### config.mk
export PLATFORM = sky130hd
export DESIGN_NAME = dqrs_front
export DESIGN_NICKNAME = d
export VERILOG_FILES = /design/src/sv/dqrs_pkg.sv /design/src/sv/dqrs_front.sv
export SDC_FILE = /design/constraint.sdc
export NUM_CORES = 1
export LEC_CHECK = 0
export ABC_AREA = 0
export BUFFER_PORTS_ARGS = -buffer_cell sky130_fd_sc_hd__buf_2
export CAP_MARGIN = 20
export CORE_AREA = 2 2 186 188
export CTS_BUF_LIST = sky130_fd_sc_hd__clkbuf_4 sky130_fd_sc_hd__clkbuf_8
export DETAILED_ROUTE_END_ITERATION = 10
export DIE_AREA = 0 0 188 190
export PLACE_DENSITY_LB_ADDON = 0.08
export SYNTH_ARGS = -nofsm -noshare
export SYNTH_HDL_FRONTEND = slang
export SYNTH_SLANG_ARGS = --single-unit
export TNS_END_PERCENT = 10
### constraint.sdc
create_clock -name i_clk -period 17 [get_ports i_clk]
set_clock_uncertainty 0.2 [all_clocks]
set_input_delay 2.55 -clock i_clk [delete_from_list [all_inputs] [get_ports i_clk]]
set_output_delay 2.55 -clock i_clk [all_outputs]
set_load 0.03 [all_outputs]
### src/sv/dqrs_pkg.sv
package dqrs_pkg;

    // Fixed-point constants of the term datapath.
    localparam logic [31:0] ONE_ANGSTROM = 32'd65536;
    localparam logic [31:0] LOG2E_Q30    = 32'd1549082005;
    localparam logic [31:0] LN2_Q32      = 32'd2977044472;
    localparam logic [47:0] OUT_MAX      = 48'hFFFF_FFFF_FFFF;
    localparam logic [49:0] T_FAR        = 50'd3276800;
    localparam logic [49:0] T_NEAR       = 50'd2621440;
    localparam logic [32:0] EXP_ONE      = 33'h1_0000_0000;
    localparam logic [3:0]  EXP_LAST_K   = 4'd13;

    // Configuration register indexes.
    localparam logic CFG_PROBE_RADIUS = 1'b0;
    localparam logic CFG_ATOM_COUNT   = 1'b1;

    // One table entry.
    typedef struct packed {
        logic [31:0] decay;
        logic [31:0] rate;
        logic [31:0] z;
        logic [31:0] y;
        logic [31:0] x;
    } t_atom;

    // A classified word on its way from the front to the back.
    typedef struct packed {
        logic        is_query;
        logic [7:0]  idx;
        t_atom       atom;
    } t_item;

    // Handshake and status from the back to the front.
    typedef struct packed {
        logic pop;
        logic clearing;
    } t_back_ctl;

    // ceil(2^36 / k): floor(x / k) equals (x * f_recip(k)) >> 36 for any x below 2^32.
    function automatic logic [36:0] f_recip(input logic [3:0] k);
        logic [36:0] m;
        case (k)
            4'd1:    m = 37'd68719476736;
            4'd2:    m = 37'd34359738368;
            4'd3:    m = 37'd22906492246;
            4'd4:    m = 37'd17179869184;
            4'd5:    m = 37'd13743895348;
            4'd6:    m = 37'd11453246123;
            4'd7:    m = 37'd9817068106;
            4'd8:    m = 37'd8589934592;
            4'd9:    m = 37'd7635497416;
            4'd10:   m = 37'd6871947674;
            4'd11:   m = 37'd6247225158;
            4'd12:   m = 37'd5726623062;
            4'd13:   m = 37'd5286113596;
            default: m = 37'd0;
        endcase
        return m;
    endfunction

endpackage

### src/sv/dqrs_front.sv
module dqrs_front import dqrs_pkg::*; #(
    parameter int MAX_ATOMS = 256
) (
    input  logic         i_clk,
    input  logic         i_rst_n,
    input  logic         s_axis_tvalid,
    output logic         s_axis_tready,
    input  logic [167:0] s_axis_tdata,
    input  logic         s_axis_tuser,
    output t_item        o_item,
    output logic         o_item_vld,
    input  t_back_ctl    i_ctl
);

    t_item       r_q [2];
    logic        r_wp;
    logic        r_rp;
    logic [1:0]  r_cnt;
    t_item       w_item;
    logic [16:0] w_idx_ext;
    logic        w_acc;
    logic        w_push;
    logic        w_pop;

    // Classify the word; a zero decay length stands for one angstrom.
    always_comb begin
        w_item.is_query   = s_axis_tuser;
        w_item.idx        = s_axis_tdata[7:0];
        w_item.atom.x     = s_axis_tdata[39:8];
        w_item.atom.y     = s_axis_tdata[71:40];
        w_item.atom.z     = s_axis_tdata[103:72];
        w_item.atom.rate  = s_axis_tdata[135:104];
        w_item.atom.decay = (s_axis_tdata[167:136] == '0) ? ONE_ANGSTROM
                                                          : s_axis_tdata[167:136];
    end

    assign w_idx_ext     = 17'(s_axis_tdata[7:0]);
    assign s_axis_tready = (r_cnt != 2'd2) && !i_ctl.clearing;
    assign w_acc         = s_axis_tvalid && s_axis_tready;
    // Loads aimed past the table are dropped here.
    assign w_push        = w_acc && (s_axis_tuser || (w_idx_ext < 17'(MAX_ATOMS)));
    assign w_pop         = i_ctl.pop && o_item_vld;

    assign o_item_vld = (r_cnt != 2'd0);
    assign o_item     = r_q[r_rp];

    always_ff @(posedge i_clk) begin
        if (!i_rst_n) begin
            r_wp  <= 1'b0;
            r_rp  <= 1'b0;
            r_cnt <= 2'd0;
        end else begin
            if (w_push) r_wp <= ~r_wp;
            if (w_pop)  r_rp <= ~r_rp;
            if (w_push && !w_pop)      r_cnt <= r_cnt + 2'd1;
            else if (!w_push && w_pop) r_cnt <= r_cnt - 2'd1;
        end
    end

    always_ff @(posedge i_clk) begin
        if (w_push) r_q[r_wp] <= w_item;
    end

endmodule

==> PnR_summary.wiki <==
{| class="wikitable"
! Metric !! Value
|-
| Highest clock frequency the design can meet || 166 MHz
|-
| # rows || 68
|-
| Worst path depth || 4
|-
| Number of antenna violations at the first check in global routing || 6
|-
| Cell Chain, Critical Path || buf_4, buf_4, mux2_2, buf_2
|-
| Number of nets in the finished design || 1127
|-
| Sum of negative setup slack || 0 ns
|-
| Worst EP arrival || 3.27 ns
|-
| Total of warnings raised by yosys || 0
|-
| Sort of element at the start of the critical path || flip-flop
|-
| Total chip power || 2450 µW
|-
| Max Cap Violations || 0
|-
| Area growth from synthesis to layout || 24.4%
|-
| Area share of the leading cell type in the synthesized netlist || 77.8%
|-
| TritonCTS clock tree || yes
|-
| Clock input transition at the sequential cells of the worst setup and hold paths || 0.06 ns
|-
| Longest individual stage delay on the worst path || 0.78 ns
|-
| Outcome || completed
|-
| Number of hold violations in the final report || 0
|-
| Top library cells by usage in the layout, fill and taps aside || 344 x buf_2, 338 x edfxtp_1, 101 x mux2_4
|-
| Crit path max-delay cell type || buf_4
|-
| Most common library cell in the layout ignoring fill and taps || buf_2
|-
| Die Area || 0.0357 mm²
|-
| Worst slew pin tran || 1.01 ns
|-
| Wire length of the first global-routing pass || 40.0 mm
|-
| Syn Inst Count || 593
|-
| Post-synthesis cell type with the largest combined area || edfxtp_1
|-
| Biggest fanout along the worst timing path || 46
|-
| Count of vias placed by the detailed router || 6552
|-
| Chip width || 188 µm
|-
| Number of slew-limit violations in the final report || 0
|-
| Share of synthesized area occupied by flip-flops and latches || 78.6%
|-
| Total congestion overflow || 0
|-
| Die Y-Extent || 190 µm
|-
| Post-synthesis cell type count || 26
|-
| Synthesized Nets || 768
|-
| Clock Latency Late Sink || 0.57 ns
|-
| Highest ir drop seen on vdd || 0.110 mV
|-
| Total number of H-tree levels || 2
|-
| Vias in the first global route || 6889
|-
| Count of buffers inserted at the top-level ports || 344
|-
| Total number of clock tree sinks || 343
|-
| Number of buffers added by the clock tree synthesis step || 57
|-
| Average routed wire per standard cell || 18.6 µm
|-
| RePlAce Congestion || 0.720
|-
| CP required || 14.25 ns
|-
| Root Driver || clkbuf_8
|-
| Count of boundary I/O pins || 345
|-
| Leakage power || 0.00615 µW
|-
| Initial Utilization || 38.4%
|-
| Fraction of final layout cells with drive strength greater than 1 || 61.6%
|-
| WP buf/inv || 3
|-
| Setup Fix Bufs, Post-CTS || 0
|-
| Final-report setup violation count || 0
|-
| Post-CTS Hold Fix Bufs || 0
|-
| Iteration count of the initial detailed-routing pass || 4
|-
| Area of the mapped netlist || 0.0130 mm²
|-
| Cells resized by post-CTS repair || 0
|-
| Portion of the clock cycle consumed by the worst path in the final layout || 35.4%
|-
| Power per cell area || 151 mW/mm²
|-
| Number of buffers between clock root and the deepest sink || 3
|-
| Count of antenna-violating nets left after detailed routing || 0
|-
| Area contributors post-synth || edfxtp_1 78%, mux2_4 12%, mux2_2 5.9%
|-
| Most frequent cell on the critical path || buf_4
|-
| Critical Path End Type || output pin
|-
| Mean number of vias per cell || 4.50
|-
| Headroom to the max-slew limit || 32.9%
|-
| Class of the tightest hold or removal check || reg2reg
|-
| Worst-case reg-to-reg path depth || 4
|-
| First-iteration detailed-routing DRC count || 302
|-
| FF+latch count, synth || 343
|-
| Start-to-end type of the worst setup path || reg2out
|-
| Overall track demand over capacity in global routing || 14.7%
|-
| Maximum number of pins on one net before global-route repair || 170
|-
| Post-route DRC violation count || 0
|-
| Top cell family by delay on the critical path || buffers and inverters
|-
| Syn avg cell area || 22.0 µm²
|-
| Unrepaired setup endpoints after global routing || false
|-
| Post-detailed-placement half-perimeter wirelength || 17.1 mm
|-
| Count of cells along the worst hold path || 2
|-
| Final worst path period need || 6.02 ns
|-
| DRT Wirelength || 27.1 mm
|-
| Area of the core region || 0.0339 mm²
|}
## worst register-to-register path, cell delays in order, from the launching register on
cell and delay (ns):
dfxtp_1 0.42, nor2b_1 0.14, nor3_1 0.25, and2_4 0.62, buf_4 0.83
## final timing paths
kind / from / endpoint / slack [ns]
max: flip-flop / o_item[164] / 10.98
min: r_cnt[1] / r_cnt[1] / 0.32
max reg2reg: r_cnt[0] / r_q[1][116] / 14.10
min reg2reg: r_cnt[1] / r_cnt[1] / 0.32
## power by group
part / switching, µW / internal, µW / leakage (µW) / total [µW]
logic: 439 / 277 / 0.00242 / 715
registers: 28.2 / 1000 / 0.00314 / 1030
clock network: 313 / 387 / 0.000594 / 700
total: 780 / 1670 / 0.00615 / 2450
## cell type report
class / instances / area, µm²
multi-input combinational: 199 / 2500
tap: 455 / 569
clock buffer: 81 / 983
fill: 2991 / 17700
timing repair buffer: 350 / 1780
antenna: 4 / 10.0
inverter: 1 / 3.75
clock inverter: 22 / 130
sequential: 343 / 10300
## kinds of logic (layout without fill, tap and decap cells)
logic type               count (synthesis)  in the layout  synth area share, %
AO/OA/AOI/OAI                            6              6                0.317
flip-flops                             343            343                 78.6
buffers and inverters                   51            454                 2.32
multiplexers                           169            169                 17.5
XOR/XNOR                                 3              3                0.201
other                                    0              4                    0
adder cells (fa/ha/maj)                  1              1               0.0959
AND/OR/NAND/NOR                         20             20                0.978
## state kept, by name (all words and copies together) (netlist names), named ones only
name,cells
r_cnt,2
r_rp,1
r_wp,1
r_q,338
## synthesized netlist by cell type
library cell and count:
o21ai_1 1, nor3_1 1, or2_2 1, o21ai_0 1
nand4_1 2, buf_2 5, ha_1 1, clkbuf_1 31
dfxtp_1 5, nor2_1 1, xor2_1 1, a21boi_1 1
edfxtp_1 338, and2_1 4, nor4_2 1, o21bai_1 1
o21a_1 1, xnor2_1 2, o31a_1 1, inv_1 1
buf_6 14, nor2b_1 1, mux2_4 101, nor4_1 8
mux2_2 68, or3_1 1
## metrics by stage
step	instance area [µm²]	instances	utilization [%]	hold WS (ns)	setup slack, ns
final	16200	1455	47.8	0.323	10.98
after global routing	16200	1451	47.8	0.355	10.76
after CTS	16200	1451	47.8	0.326	10.86
after detailed placement	15100	1348	44.5	0.313	11.28
after global placement	15100	1348	44.5	0.304	11.26
after floorplan	13000	593	-	0.274	4.14
## routing by layer
| metal | track usage, % | wire length (µm) |
|---|---|---|
| met1 | 18.3 | 11200 |
| met5 | 0 | 38 |
| met4 | 5.33 | 645 |
| met3 | 6.53 | 2710 |
| met2 | 22.8 | 12500 |
No activity file was read; power rests on OpenSTA's default activity.
